[src/hw/rtl/ssta_pkg.sv]
// Package for the strided-slice tile address generator.
// Shared constants, register indexes and the face-layout function. No dependencies.
`timescale 1ns / 1ps
package ssta_pkg;
	localparam int MAX_RANK  = 4;
	localparam int TILE_SIDE = 32;
	localparam int FACE_SIDE = 16;
	localparam logic [31:0] NO_TILE = 32'hffff_ffff;

	localparam int CFG_IDX_W = 3;
	localparam logic [CFG_IDX_W-1:0] REG_INPUT_SHAPE   = 3'd0;
	localparam logic [CFG_IDX_W-1:0] REG_SLICE_SHAPE   = 3'd1;
	localparam logic [CFG_IDX_W-1:0] REG_OUTPUT_SHAPE  = 3'd2;
	localparam logic [CFG_IDX_W-1:0] REG_START_OFFSETS = 3'd3;
	localparam logic [CFG_IDX_W-1:0] REG_STEP_SIZES    = 3'd4;
	localparam logic [CFG_IDX_W-1:0] REG_TILE_GRID     = 3'd5;
	localparam logic [CFG_IDX_W-1:0] REG_MODE_BITS     = 3'd6;

	typedef struct packed {
		logic [31:0] out_tile_id;
		logic [4:0]  elem_row;
		logic [4:0]  elem_col;
		logic        first_in_tile;
		logic        last_in_tile;
	} in_item_t;

	typedef struct packed {
		logic        in_extent;
		logic [31:0] source_tile;
		logic [9:0]  src_index;
		logic [9:0]  dest_index;
		logic        fetch_tile;
		logic        release_previous;
		logic        release_at_end;
	} out_item_t;

	// Face layout of a 32x32 tile: four 16x16 faces in row-major order.
	function automatic logic [9:0] face_index(input logic [4:0] r, input logic [4:0] c);
		face_index = {r[4], c[4], r[3:0], c[3:0]};
	endfunction

	// 16-bit slot k of a 64-bit register.
	function automatic logic [15:0] slot16(input logic [63:0] v, input logic [1:0] k);
		slot16 = v[16*k +: 16];
	endfunction
endpackage

[src/hw/rtl/ssta_stream_if.sv]
// Valid/ready channel interfaces carrying one item of the address generator.
// Depends on ssta_pkg for the input and result item types.
`timescale 1ns / 1ps
interface ssta_in_if;
	logic valid;
	logic ready;
	ssta_pkg::in_item_t data;
	modport source (output valid, output data, input ready);
	modport sink (input valid, input data, output ready);
endinterface

interface ssta_out_if;
	logic valid;
	logic ready;
	ssta_pkg::out_item_t data;
	modport source (output valid, output data, input ready);
	modport sink (input valid, input data, output ready);
endinterface

[src/hw/rtl/ssta_divider.sv]
// Radix-2 restoring divider, 32 by 32 bits, one quotient bit per cycle.
// Zero divisor yields quotient all ones and remainder equal to the dividend.
`timescale 1ns / 1ps
module ssta_divider (
	input  logic        clk,
	input  logic        arst_n,
	input  logic        start,
	input  logic [31:0] dividend,
	input  logic [31:0] divisor,
	output logic        done,
	output logic [31:0] quotient,
	output logic [31:0] remainder
);
	logic [31:0] quo_q;
	logic [31:0] rem_q;
	logic [31:0] div_q;
	logic [5:0]  cnt_q;
	logic        busy_q;
	logic [32:0] trial;
	logic [32:0] shifted;

	// Shift in the next dividend bit and try a subtract
	always_comb begin
		shifted = {rem_q, quo_q[31]};
		trial   = shifted - {1'b0, div_q};
	end

	always_ff @(posedge clk or negedge arst_n) begin
		if (!arst_n) begin
			busy_q <= 1'b0;
			done   <= 1'b0;
			cnt_q  <= '0;
		end else begin
			done <= 1'b0;
			if (start) begin
				busy_q <= 1'b1;
				cnt_q  <= '0;
				quo_q  <= dividend;
				rem_q  <= '0;
				div_q  <= divisor;
			end else if (busy_q) begin
				if (trial[32]) begin
					rem_q <= shifted[31:0];
					quo_q <= {quo_q[30:0], 1'b0};
				end else begin
					rem_q <= trial[31:0];
					quo_q <= {quo_q[30:0], 1'b1};
				end
				cnt_q <= cnt_q + 6'd1;
				if (cnt_q == 6'd31) begin
					busy_q <= 1'b0;
					done   <= 1'b1;
				end
			end
		end
	end

	// Divide by zero naturally gives all-ones quotient and remainder = dividend
	assign quotient  = quo_q;
	assign remainder = rem_q;
endmodule

[src/hw/rtl/strided_slice_tile_address_gen.sv]
// Top level of the strided-slice tile address generator.
// Depends on ssta_pkg, ssta_stream_if and ssta_divider.
`timescale 1ns / 1ps
// Usage:
//  in  : one output element position per transaction (tile id, row, col,
//        first/last marks), valid/ready.
//  out : one result per input transaction, valid/ready.
//  cfg : write enable, register index, 64-bit data; write only while idle.
// Every division and remainder (tile decode, batch decode, slice decode) runs
// through one bit-serial divider; multiplies and adds go through one
// shared 32x32 multiply-add stage under a step sequencer.
// A rank-4 to rank-4 item takes 8 divides. An out-of-extent element runs
// the tile decode only.
// One item is in flight at a time; ready is high only when idle and the
// output register is free or being drained.
// Reset clears the configuration registers to zero, the cache to empty, and
// the sequencer to idle. A stalled receiver holds the result in the output
// register and the block takes no new item until it is taken.
module strided_slice_tile_address_gen (
	input  logic                        clk,
	input  logic                        arst_n,
	input  logic                        cfg_we,
	input  logic [ssta_pkg::CFG_IDX_W-1:0] cfg_index,
	input  logic [63:0]                 cfg_data,
	ssta_in_if.sink                     in_ch,
	ssta_out_if.source                  out_ch
);
	typedef enum logic [4:0] {
		ST_IDLE, ST_OMT, ST_DTILE, ST_DMT, ST_EXT, ST_BDIV, ST_BDIVW, ST_FLAT,
		ST_FLAT2, ST_FLAT3, ST_SDIV, ST_SDIVW, ST_SCMAP, ST_IB, ST_ST1, ST_ST2,
		ST_ST3, ST_CACHE
	} state_t;

	state_t state_q;
	logic [63:0] ishape_q, sshape_q, oshape_q, start_q, step_q, grid_q;
	logic [6:0]  mode_q;
	ssta_pkg::in_item_t item_q;
	logic [31:0] cached_q;
	logic        cvalid_q;
	logic        ovalid_q;
	ssta_pkg::out_item_t res_q;

	logic [2:0]  irank_q, orank_q;
	logic [31:0] omt_q, batch_q, rbase_q, cbase_q, flat_q, ib_q, stile_q, n_q;
	logic [31:0] bc_q [ssta_pkg::MAX_RANK];
	logic [31:0] sc_q [ssta_pkg::MAX_RANK];
	logic [2:0]  d_q;
	logic        inx_q;

	// Shared divider
	logic        dv_start;
	logic [31:0] dv_n, dv_d, dv_quo, dv_rem;
	logic        dv_done;
	logic        dv_pend_q;

	ssta_divider u_div (
		.clk(clk), .arst_n(arst_n), .start(dv_start), .dividend(dv_n),
		.divisor(dv_d), .done(dv_done), .quotient(dv_quo), .remainder(dv_rem)
	);

	// Shared multiply-add: ma_a * ma_b + ma_c, modulo 2^32
	logic [31:0] ma_a, ma_b, ma_c, ma_y, ma_prod;
	assign ma_prod = ma_a * ma_b;
	assign ma_y    = ma_prod + ma_c;

	// Rank decode, clamped
	logic [2:0] irank_c, orank_c;
	assign irank_c = (mode_q[2:0] > 3'(ssta_pkg::MAX_RANK)) ? 3'(ssta_pkg::MAX_RANK)
		: mode_q[2:0];
	assign orank_c = (mode_q[5:3] > 3'(ssta_pkg::MAX_RANK)) ? 3'(ssta_pkg::MAX_RANK)
		: mode_q[5:3];

	// Dimension d of a rank-r shape lives in slot r-1-d
	function automatic logic [31:0] dimv(input logic [63:0] v, input logic [2:0] r,
			input logic [2:0] d);
		logic [2:0] k;
		k = r - 3'd1 - d;
		dimv = (k > 3'd3) ? 32'd0 : {16'd0, ssta_pkg::slot16(v, k[1:0])};
	endfunction

	function automatic logic [31:0] ext(input logic [31:0] logical, input logic [31:0] base);
		logic [31:0] rem;
		rem = logical - base;
		if (base >= logical) ext = 32'd0;
		else ext = (rem < 32'd32) ? rem : 32'd32;
	endfunction

	logic [31:0] rcnt, ccnt, orow, ocol;
	always_comb begin
		rcnt = 32'd1;
		ccnt = 32'd1;
		if (orank_q == 3'd1) begin
			ccnt = ext(dimv(oshape_q, 3'd1, 3'd0), cbase_q);
		end else if (orank_q >= 3'd2) begin
			rcnt = ext(dimv(oshape_q, orank_q, orank_q - 3'd2), rbase_q);
			ccnt = ext(dimv(oshape_q, orank_q, orank_q - 3'd1), cbase_q);
		end
		orow = rbase_q + {27'd0, item_q.elem_row};
		ocol = cbase_q + {27'd0, item_q.elem_col};
	end

	// Two innermost slice coordinates
	logic [1:0]  ir_sel, ic_sel;
	logic [31:0] ir, ic;
	assign ir_sel = irank_q[1:0] - 2'd2;
	assign ic_sel = irank_q[1:0] - 2'd1;
	assign ir = sc_q[ir_sel];
	assign ic = sc_q[ic_sel];

	// Multiply-add operand select per state
	always_comb begin
		ma_a = 32'd0;
		ma_b = 32'd0;
		ma_c = 32'd0;
		case (state_q)
			ST_OMT: begin
				ma_a = {16'd0, grid_q[31:16]};
				ma_b = {16'd0, grid_q[15:0]};
			end
			ST_FLAT: begin
				ma_a = flat_q;
				ma_b = dimv(oshape_q, orank_q, d_q);
				ma_c = bc_q[d_q[1:0]];
			end
			ST_FLAT2: begin
				ma_a = flat_q;
				ma_b = mode_q[6] ? dimv(oshape_q, orank_q, orank_q - 3'd1)
					: dimv(oshape_q, orank_q, orank_q - 3'd2);
				ma_c = mode_q[6] ? ocol : orow;
			end
			ST_FLAT3: begin
				ma_a = flat_q;
				ma_b = mode_q[6] ? dimv(oshape_q, orank_q, orank_q - 3'd2)
					: dimv(oshape_q, orank_q, orank_q - 3'd1);
				ma_c = mode_q[6] ? orow : ocol;
			end
			ST_SCMAP: begin
				ma_a = sc_q[d_q[1:0]];
				ma_b = dimv(step_q, irank_q, d_q);
				ma_c = dimv(start_q, irank_q, d_q);
			end
			ST_IB: begin
				ma_a = ib_q;
				ma_b = dimv(ishape_q, irank_q, d_q);
				ma_c = sc_q[d_q[1:0]];
			end
			ST_ST1: begin
				ma_a = ib_q;
				ma_b = {16'd0, grid_q[63:48]};
				ma_c = {5'd0, ir[31:5]};
			end
			ST_ST2: begin
				ma_a = stile_q;
				ma_b = {16'd0, grid_q[47:32]};
				ma_c = {5'd0, ic[31:5]};
			end
			default: begin
			end
		endcase
	end

	// Divider operand select
	always_comb begin
		dv_start = 1'b0;
		dv_n = 32'd0;
		dv_d = 32'd0;
		case (state_q)
			ST_DTILE: begin
				dv_start = !dv_pend_q;
				dv_n = item_q.out_tile_id;
				dv_d = omt_q;
			end
			ST_DMT: begin
				dv_start = !dv_pend_q;
				dv_n = n_q;
				dv_d = {16'd0, grid_q[15:0]};
			end
			ST_BDIV: begin
				dv_start = 1'b1;
				dv_n = n_q;
				dv_d = dimv(oshape_q, orank_q, d_q - 3'd1);
			end
			ST_SDIV: begin
				dv_start = 1'b1;
				dv_n = flat_q;
				dv_d = dimv(sshape_q, irank_q, d_q - 3'd1);
			end
			default: begin
			end
		endcase
	end

	logic take_in;
	assign in_ch.ready  = (state_q == ST_IDLE) && (!ovalid_q || out_ch.ready);
	assign take_in      = in_ch.valid && in_ch.ready;
	assign out_ch.valid = ovalid_q;
	assign out_ch.data  = res_q;

	logic        cv_pre;
	logic [31:0] ct_pre;
	assign cv_pre = item_q.first_in_tile ? 1'b0 : cvalid_q;
	assign ct_pre = item_q.first_in_tile ? ssta_pkg::NO_TILE : cached_q;

	// Configuration registers
	always_ff @(posedge clk or negedge arst_n) begin
		if (!arst_n) begin
			ishape_q <= '0; sshape_q <= '0; oshape_q <= '0;
			start_q <= '0; step_q <= '0; grid_q <= '0; mode_q <= '0;
		end else if (cfg_we) begin
			case (cfg_index)
				ssta_pkg::REG_INPUT_SHAPE:   ishape_q <= cfg_data;
				ssta_pkg::REG_SLICE_SHAPE:   sshape_q <= cfg_data;
				ssta_pkg::REG_OUTPUT_SHAPE:  oshape_q <= cfg_data;
				ssta_pkg::REG_START_OFFSETS: start_q <= cfg_data;
				ssta_pkg::REG_STEP_SIZES:    step_q <= cfg_data;
				ssta_pkg::REG_TILE_GRID:     grid_q <= cfg_data;
				ssta_pkg::REG_MODE_BITS:     mode_q <= cfg_data[6:0];
				default: begin
				end
			endcase
		end
	end

	// Sequencer, cache and output register
	always_ff @(posedge clk or negedge arst_n) begin
		if (!arst_n) begin
			state_q   <= ST_IDLE;
			ovalid_q  <= 1'b0;
			cached_q  <= ssta_pkg::NO_TILE;
			cvalid_q  <= 1'b0;
			dv_pend_q <= 1'b0;
		end else begin
			if (ovalid_q && out_ch.ready) ovalid_q <= 1'b0;
			case (state_q)
				ST_IDLE: begin
					if (take_in) begin
						item_q  <= in_ch.data;
						irank_q <= irank_c;
						orank_q <= orank_c;
						state_q <= ST_OMT;
					end
				end
				ST_OMT: begin
					omt_q   <= ma_y;
					state_q <= ST_DTILE;
				end
				ST_DTILE: begin
					dv_pend_q <= 1'b1;
					if (dv_done) begin
						dv_pend_q <= 1'b0;
						batch_q   <= dv_quo;
						n_q       <= dv_rem;
						state_q   <= ST_DMT;
					end
				end
				ST_DMT: begin
					dv_pend_q <= 1'b1;
					if (dv_done) begin
						dv_pend_q <= 1'b0;
						rbase_q   <= {dv_quo[26:0], 5'd0};
						cbase_q   <= {dv_rem[26:0], 5'd0};
						state_q   <= ST_EXT;
					end
				end
				ST_EXT: begin
					inx_q  <= ({27'd0, item_q.elem_row} < rcnt) &&
						({27'd0, item_q.elem_col} < ccnt);
					flat_q <= 32'd0;
					n_q    <= batch_q;
					if (!(({27'd0, item_q.elem_row} < rcnt) &&
						({27'd0, item_q.elem_col} < ccnt))) begin
						stile_q <= 32'd0;
						state_q <= ST_CACHE;
					end else if (orank_q == 3'd0) begin
						d_q <= irank_q;
						state_q <= (irank_q == 3'd0) ? ST_SCMAP : ST_SDIV;
					end else if (orank_q == 3'd1) begin
						flat_q  <= ocol;
						d_q     <= irank_q;
						state_q <= (irank_q == 3'd0) ? ST_SCMAP : ST_SDIV;
					end else begin
						d_q     <= orank_q - 3'd2;
						state_q <= (orank_q == 3'd2) ? ST_FLAT2 : ST_BDIV;
					end
				end
				// batch decode, innermost batch dim first
				ST_BDIV: state_q <= ST_BDIVW;
				ST_BDIVW: begin
					if (dv_done) begin
						bc_q[d_q[1:0] - 2'd1] <= dv_rem;
						n_q <= dv_quo;
						if (d_q == 3'd1) begin
							d_q     <= 3'd0;
							state_q <= ST_FLAT;
						end else begin
							d_q     <= d_q - 3'd1;
							state_q <= ST_BDIV;
						end
					end
				end
				ST_FLAT: begin
					flat_q <= ma_y;
					d_q    <= d_q + 3'd1;
					if (d_q + 3'd3 >= orank_q) state_q <= ST_FLAT2;
				end
				ST_FLAT2: begin
					flat_q  <= ma_y;
					state_q <= ST_FLAT3;
				end
				ST_FLAT3: begin
					flat_q  <= ma_y;
					d_q     <= irank_q;
					state_q <= (irank_q == 3'd0) ? ST_SCMAP : ST_SDIV;
				end
				// slice decode, innermost first
				ST_SDIV: state_q <= ST_SDIVW;
				ST_SDIVW: begin
					if (dv_done) begin
						sc_q[d_q[1:0] - 2'd1] <= dv_rem;
						flat_q <= dv_quo;
						if (d_q == 3'd1) begin
							d_q     <= 3'd0;
							state_q <= ST_SCMAP;
						end else begin
							d_q     <= d_q - 3'd1;
							state_q <= ST_SDIV;
						end
					end
				end
				ST_SCMAP: begin
					ib_q    <= 32'd0;
					stile_q <= 32'd0;
					if (d_q >= irank_q) begin
						d_q <= 3'd0;
						if (irank_q == 3'd1) begin
							stile_q <= {5'd0, sc_q[0][31:5]};
							state_q <= ST_CACHE;
						end else if (irank_q == 3'd0) begin
							state_q <= ST_CACHE;
						end else begin
							state_q <= (irank_q == 3'd2) ? ST_ST1 : ST_IB;
						end
					end else begin
						sc_q[d_q[1:0]] <= ma_y;
						d_q <= d_q + 3'd1;
					end
				end
				ST_IB: begin
					ib_q <= ma_y;
					d_q  <= d_q + 3'd1;
					if (d_q + 3'd3 >= irank_q) state_q <= ST_ST1;
				end
				ST_ST1: begin
					stile_q <= ma_y;
					state_q <= ST_ST2;
				end
				ST_ST2: begin
					stile_q <= ma_y;
					state_q <= ST_CACHE;
				end
				ST_CACHE: begin
					res_q.in_extent    <= inx_q;
					res_q.source_tile  <= inx_q ? stile_q : 32'd0;
					res_q.dest_index   <= ssta_pkg::face_index(item_q.elem_row, item_q.elem_col);
					res_q.src_index    <= 10'd0;
					if (inx_q && irank_q == 3'd1)
						res_q.src_index <= ssta_pkg::face_index(5'd0, sc_q[0][4:0]);
					else if (inx_q && irank_q >= 3'd2)
						res_q.src_index <= ssta_pkg::face_index(ir[4:0], ic[4:0]);
					res_q.fetch_tile       <= 1'b0;
					res_q.release_previous <= 1'b0;
					cvalid_q <= cv_pre;
					cached_q <= ct_pre;
					if (inx_q && (!cv_pre || ct_pre != stile_q)) begin
						res_q.fetch_tile       <= 1'b1;
						res_q.release_previous <= cv_pre;
						cvalid_q <= 1'b1;
						cached_q <= stile_q;
					end
					res_q.release_at_end <= item_q.last_in_tile && (cv_pre || inx_q);
					if (item_q.last_in_tile) begin
						cvalid_q <= 1'b0;
						cached_q <= ssta_pkg::NO_TILE;
					end
					ovalid_q <= 1'b1;
					state_q  <= ST_IDLE;
				end
				default: state_q <= ST_IDLE;
			endcase
		end
	end

	// Checks
	a_no_take_busy: assert property (@(posedge clk) disable iff (!arst_n)
		(state_q != ST_IDLE) |-> !in_ch.ready)
		else $error("input accepted while busy");
	a_out_hold: assert property (@(posedge clk) disable iff (!arst_n)
		(ovalid_q && !out_ch.ready) |=> ovalid_q)
		else $error("result dropped under stall");
	a_fetch_inx: assert property (@(posedge clk) disable iff (!arst_n)
		ovalid_q |-> (!res_q.fetch_tile || res_q.in_extent))
		else $error("fetch outside extent");
	a_rel_fetch: assert property (@(posedge clk) disable iff (!arst_n)
		ovalid_q |-> (!res_q.release_previous || res_q.fetch_tile))
		else $error("release without fetch");
endmodule
[src/flat_wrapper.sv]
// flat-port wrapper written by rule: the top's interface ports become plain ports
module strided_slice_tile_address_gen_flat 
  (clk, arst_n, cfg_we, cfg_index, cfg_data, in_ch_valid, in_ch_data, in_ch_ready, out_ch_valid, out_ch_data, out_ch_ready);
  ssta_in_if in_ch_i ();
  ssta_out_if out_ch_i ();
  input  logic clk;
  input  logic arst_n;
  input  logic cfg_we;
  input  logic [ssta_pkg::CFG_IDX_W-1:0] cfg_index;
  input  logic [63:0] cfg_data;
  input wire logic [$bits(in_ch_i.valid)-1:0] in_ch_valid;
  input wire logic [$bits(in_ch_i.data)-1:0] in_ch_data;
  output wire logic [$bits(in_ch_i.ready)-1:0] in_ch_ready;
  output wire logic [$bits(out_ch_i.valid)-1:0] out_ch_valid;
  output wire logic [$bits(out_ch_i.data)-1:0] out_ch_data;
  input wire logic [$bits(out_ch_i.ready)-1:0] out_ch_ready;
  assign in_ch_i.valid = in_ch_valid;
  assign in_ch_i.data = in_ch_data;
  assign in_ch_ready = in_ch_i.ready;
  assign out_ch_valid = out_ch_i.valid;
  assign out_ch_data = out_ch_i.data;
  assign out_ch_i.ready = out_ch_ready;
  strided_slice_tile_address_gen u_core (.clk(clk), .arst_n(arst_n), .cfg_we(cfg_we), .cfg_index(cfg_index), .cfg_data(cfg_data), .in_ch(in_ch_i), .out_ch(out_ch_i));
endmodule
[config.mk]
export PLATFORM = sky130hd
export DESIGN_NAME = strided_slice_tile_address_gen_flat
export DESIGN_NICKNAME = d
export VERILOG_FILES = /design/src/hw/rtl/ssta_pkg.sv /design/src/hw/rtl/ssta_stream_if.sv /design/src/hw/rtl/ssta_divider.sv /design/src/hw/rtl/strided_slice_tile_address_gen.sv /design/src/flat_wrapper.sv
export SDC_FILE = /design/constraint.sdc
export NUM_CORES = 2
export LEC_CHECK = 0
export BUFFER_PORTS_ARGS = -buffer_cell sky130_fd_sc_hd__buf_2
export CORE_UTILIZATION = 64
export DETAILED_ROUTE_END_ITERATION = 10
export PLACE_DENSITY = 0.78
export SLEW_MARGIN = 30
export SYNTH_ARGS = -nofsm -noshare
export SYNTH_HDL_FRONTEND = slang
export SYNTH_HIERARCHICAL = 1
export SYNTH_SLANG_ARGS = --single-unit
export TNS_END_PERCENT = 1
[constraint.sdc]
create_clock -name clk -period 15.85 [get_ports clk]
set_input_delay 0.7925 -clock clk [delete_from_list [all_inputs] [get_ports clk]]
set_output_delay 0.7925 -clock clk [all_outputs]
set_load 0.005 [all_outputs]
==> results.md <==
- Switching power as a share of total power: 26.06%
- Sum of net half-perimeters after detailed placement: 166300 microns
- Area of the multi-input gates: 34300 sq um
- Dpl cells: just over 7000
- Worst Setup Slack post-DPL: between 3000 and 4000 ps
- Worst setup path category: reg2reg
- Starting utilization of the core area: between 60% and 70%
- Transition time at the pin with the least slew margin: 1196 ps
- Placer Congestion: around 1.0
- P&R area growth vs syn: 9.473%
- Layout Cells excl Fill: 7343
- P_int: approximately 5.4 mW
- Areal power density over the cells: 96.16 nW/um^2
- Post-synth net total: about 6400
- Clock insertion delay at the later pin of the skew report: 750 ps
- Number of remaining DRC errors: 5
- Hold violation total from the final report: 0
- Placeable Area: 107700 sq um
- Total number of placement rows: 120
- Vert. Die Dim: 332.5 microns
- Mapped cell area: 69890 sq um
- Final Routed Wirelength: 231100 microns
- Slew Viols, Final: 0
- Net total in the final layout: 6518
- Clock Tree Root: sky130_fd_sc_hd__clkbuf_16
- Pin count of the biggest net entering global routing: 130
- Critical path data arrival time: 12580 ps
- Static leakage: roughly 31 nW
- Most frequent cell on the critical path: sky130_fd_sc_hd__fa_1
- Number of endpoints failing setup at the final stage: 0
- Post-route fraction of the period consumed by the critical path: 76.77%
- Mean cell area of the mapped netlist: 12.15 sq um
- Post-cts resize count: 0
- Worst vdd ir: 0.1245 mV
- Post-Route Skew: around 80 ps
- Fraction of final layout cells sized beyond drive strength 1: 22.95%
- Initial antenna violation count: 22
- Post-layout total power: 7.357 mW
- Vias per inst: 6.923
- Status: finished with violations
- Peak per-stage delay on the critical path: approximately 800 ps
- Vias post-DR: 50840
- Number of top-level design ports: 174
- Relative slew slack: 20.02%
- Worst-case setup margin in the final layout: 3683 ps
- Number of instances in the synthesized netlist: 5751
- Failing checks: design-rule violations
- Total routing resource utilization after global routing: 42.11%
- Clock share of power: 38.2%
- Number of buffers added on ports: 173
- Sort of element at the end of the critical path: flip-flop
- Floorplan die width: 332.5 microns
- Number of hold buffers added after CTS: 1
- Total Neg Setup Slack: 0 ps
- Combinational share of power: a little over a tenth
- Worst endpoint required time: 16260 ps
- Sequential cell area: 32340 sq um
- FF+latch count, synth: 1149
- Class of the tightest hold or removal check: in2reg
- Clock-pin slew reported for the worst setup and hold paths after clock tree synthesis: 70 ps
- Fraction of registers with async set or reset after synthesis: between 30% and 40%
- CTS tree: done
- Average wire per standard cell: roughly 31 microns
- Switching power: 1.917 mW
- Crit start category: flip-flop
- Number of CTS-inserted buffers: 115
- Global-route wire length before repair: 337400 microns
- Yosys warning count: 6
- CTS Sinks: 1149
- Number of enable flip-flop cells after synthesis: 708
- Share of synthesized area occupied by flip-flops and latches: between 40 and 50%
- Post-route ant nets: 0
- Aggregate global routing overflow: 0
- Final-layout fill cell count: between 7000 and 8000
- Via count of the first global-routing pass: 50320
- Post-Route Utilization: 71.07%
- Violation count after the first detailed-route iteration: 7491
- Cell type of the slowest stage on the worst timing path: sky130_fd_sc_hd__ha_4
- Setup repair after global routing missed its margin: false
- Count of distinct cell types in the synthesized netlist: between 100 and 150
- Drt first pass iters: 11
- Post-CTS Setup Inserts: 0
- Sequential share of power: 50.8%
- Deepest clock path buffer count: 3
- Maximum fanout encountered on the critical timing path: 29
- Minimum period implied by the final worst setup slack: between 10000 and 15000 ps
- Max cap viols: 0
- Top flip-flop cell by instance count after synthesis: sky130_fd_sc_hd__edfxtp_1
- H-tree levels: 3
- Max Fclk: 0.08219 GHz
- Die footprint: 110500 sq um
-- final timing paths --
kind	from	end	slack, ps	depth (start not counted)
min reg2reg	u_core/step_q[30]	u_core/step_q[30]	500	1
min	in_ch_data[14]	u_core/item_q[14]	210	1
min in group asynchronous	arst_n	u_core/ishape_q[7]	530	2
max	u_core/d_q[0]	u_core/sc_q[1][28]	3680	33
max reg2reg	u_core/d_q[0]	u_core/sc_q[1][28]	3680	33
max in group asynchronous	arst_n	u_core/ishape_q[43]	13110	5
-- power by group through the flow --
stage | clock network, mW | logic [mW] | registers, mW
after global placement | 0 | 0.765 | 3.76
after detailed placement | 0 | 0.791 | 3.77
final | 2.81 | 0.810 | 3.74
after CTS | 2.82 | 0.798 | 3.72
after global routing | 2.93 | 0.866 | 3.75
after floorplan | 0 | 0.581 | 3.64
-- final cells by class --
type | count | share of cell area (%)
inverter | 588 | 2.885
multi-input combinational | 3671 | 44.83
antenna | 5 | 0.01635
clock inverter | 66 | 0.9224
sequential | 1149 | 42.27
clock buffer | 149 | 4.156
tap | 1403 | 2.294
timing repair buffer | 312 | 2.626
-- per-layer routing --
layer / share of wire [%] / wire length [microns] / vias to the layer above / global-route usage, %
met4: 6.5 / 15090 / 32 / 23.27
li1: - / - / 20710 / -
met5: 0.10 / 236 / - / 0
met2: 43 / 100100 / 3743 / 60.85
met3: 14 / 33500 / 809 / 14.76
met1: 36 / 82250 / 25540 / 55.84
-- layout by cell type (no fill, tap or decap), types with 21 or more instances in the layout --
cell	instances
sky130_fd_sc_hd__o22ai_1	21
sky130_fd_sc_hd__clkbuf_16	118
sky130_fd_sc_hd__o211ai_1	26
sky130_fd_sc_hd__a21oi_1	176
sky130_fd_sc_hd__nor2b_1	32
sky130_fd_sc_hd__buf_4	131
sky130_fd_sc_hd__and2_1	67
sky130_fd_sc_hd__xnor2_1	73
sky130_fd_sc_hd__a221o_1	24
sky130_fd_sc_hd__nand3_1	45
sky130_fd_sc_hd__o22a_1	32
sky130_fd_sc_hd__mux2i_1	90
sky130_fd_sc_hd__dfrtp_1	404
sky130_fd_sc_hd__or2_2	85
sky130_fd_sc_hd__a21o_1	30
sky130_fd_sc_hd__nand2b_1	67
sky130_fd_sc_hd__dfstp_2	32
sky130_fd_sc_hd__a222oi_1	80
sky130_fd_sc_hd__a211oi_1	35
sky130_fd_sc_hd__inv_1	586
sky130_fd_sc_hd__o21ai_0	182
sky130_fd_sc_hd__a22oi_1	42
sky130_fd_sc_hd__nor2_1	447
sky130_fd_sc_hd__mux4_2	224
sky130_fd_sc_hd__ha_1	227
sky130_fd_sc_hd__fa_1	336
sky130_fd_sc_hd__mux2_2	435
sky130_fd_sc_hd__o21a_1	24
sky130_fd_sc_hd__xor2_1	42
sky130_fd_sc_hd__buf_2	172
sky130_fd_sc_hd__and3_1	36
sky130_fd_sc_hd__nor3_1	46
sky130_fd_sc_hd__nand2_1	413
sky130_fd_sc_hd__nand4_1	28
sky130_fd_sc_hd__edfxtp_1	708
-- registers in the layout (all words and copies together), names as in the netlist, 27 cells and up, named ones only --
signal,count
u_core/stile_q,32
u_core/u_div/quotient,32
u_core/batch_q,32
u_core/step_q,64
u_core/sc_q,128
u_core/item_q,44
u_core/omt_q,32
u_core/ib_q,32
u_core/start_q,64
u_core/u_div/remainder,32
u_core/cbase_q,27
u_core/cached_q,32
u_core/oshape_q,64
u_core/bc_q,128
u_core/grid_q,64
u_core/out_ch.data,56
u_core/ishape_q,64
u_core/u_div/div_q,32
u_core/rbase_q,27
u_core/n_q,32
u_core/sshape_q,64
u_core/flat_q,32
-- worst max-delay path, delay by kind of cell, from the launching register on --
kind / cells / cell delay [ps]
compound gates: 10 / 2960
fa+ha+maj: 10 / 4690
buf+inv: 7 / 1580
flops: 1 / 660
mux: 1 / 560
simple gates: 5 / 1230
-- cells in the mapped netlist, drive strengths merged, types with 9 or more instances --
cell	count	area, sq um
and3	38	237.7
mux4	224	5045
or3	18	112.6
nand3	45	225.2
inv	586	2200
o22ai	21	131.4
nor4	14	87.58
nor4b	9	85.08
buf	77	397.9
nand2	415	1558
nor2b	34	212.7
a31oi	14	87.58
a221o	24	240.2
o2111ai	11	102.6
nand4	28	175.2
or2	85	531.8
a21boi	10	75.07
a211oi	37	287.8
o21ai	202	1015
clkbuf	266	998.5
a21oi	181	917.1
edfxtp	708	21260
a22oi	42	315.3
nor2	460	1729
nand2b	67	419.2
o22a	32	280.3
a221oi	10	93.84
a222oi	80	800.8
mux2	436	4910
mux2i	90	900.9
dfstp	32	840.8
xor2	44	385.4
o211ai	26	195.2
xnor2	80	715.7
and2	69	431.7
o21a	24	180.2
a21o	30	225.2
o221ai	16	140.1
dfrtp	407	10180
a22o	20	175.2
nor3	58	316.6
ha	228	2853
nor3b	17	132.6
fa	337	6746
-- cell families (layout without fill, tap and decap cells) --
kind of cell | after synthesis | in the layout | share of synthesized area, %
xor+xnor | 126 | 126 | 1.640
buf+inv | 931 | 1115 | 5.156
fa+ha+maj | 565 | 565 | 13.74
other cells | 0 | 5 | 0
simple gates | 1390 | 1390 | 9.365
flops | 1149 | 1149 | 46.25
mux | 750 | 750 | 15.53
compound gates | 840 | 840 | 8.316
-- per-stage QoR --
step | area, sq um | hold slack [ps]
2_1_floorplan | 69890 | 424.4
3_3_place_gp | 72460 | 481.0
3_5_place_dp | 72540 | 487.3
4_1_cts | 76440 | 169.8
5_1_grt | 76500 | 181.9
6_report | 76510 | 211.3
Power figures use the tool's default switching activity.
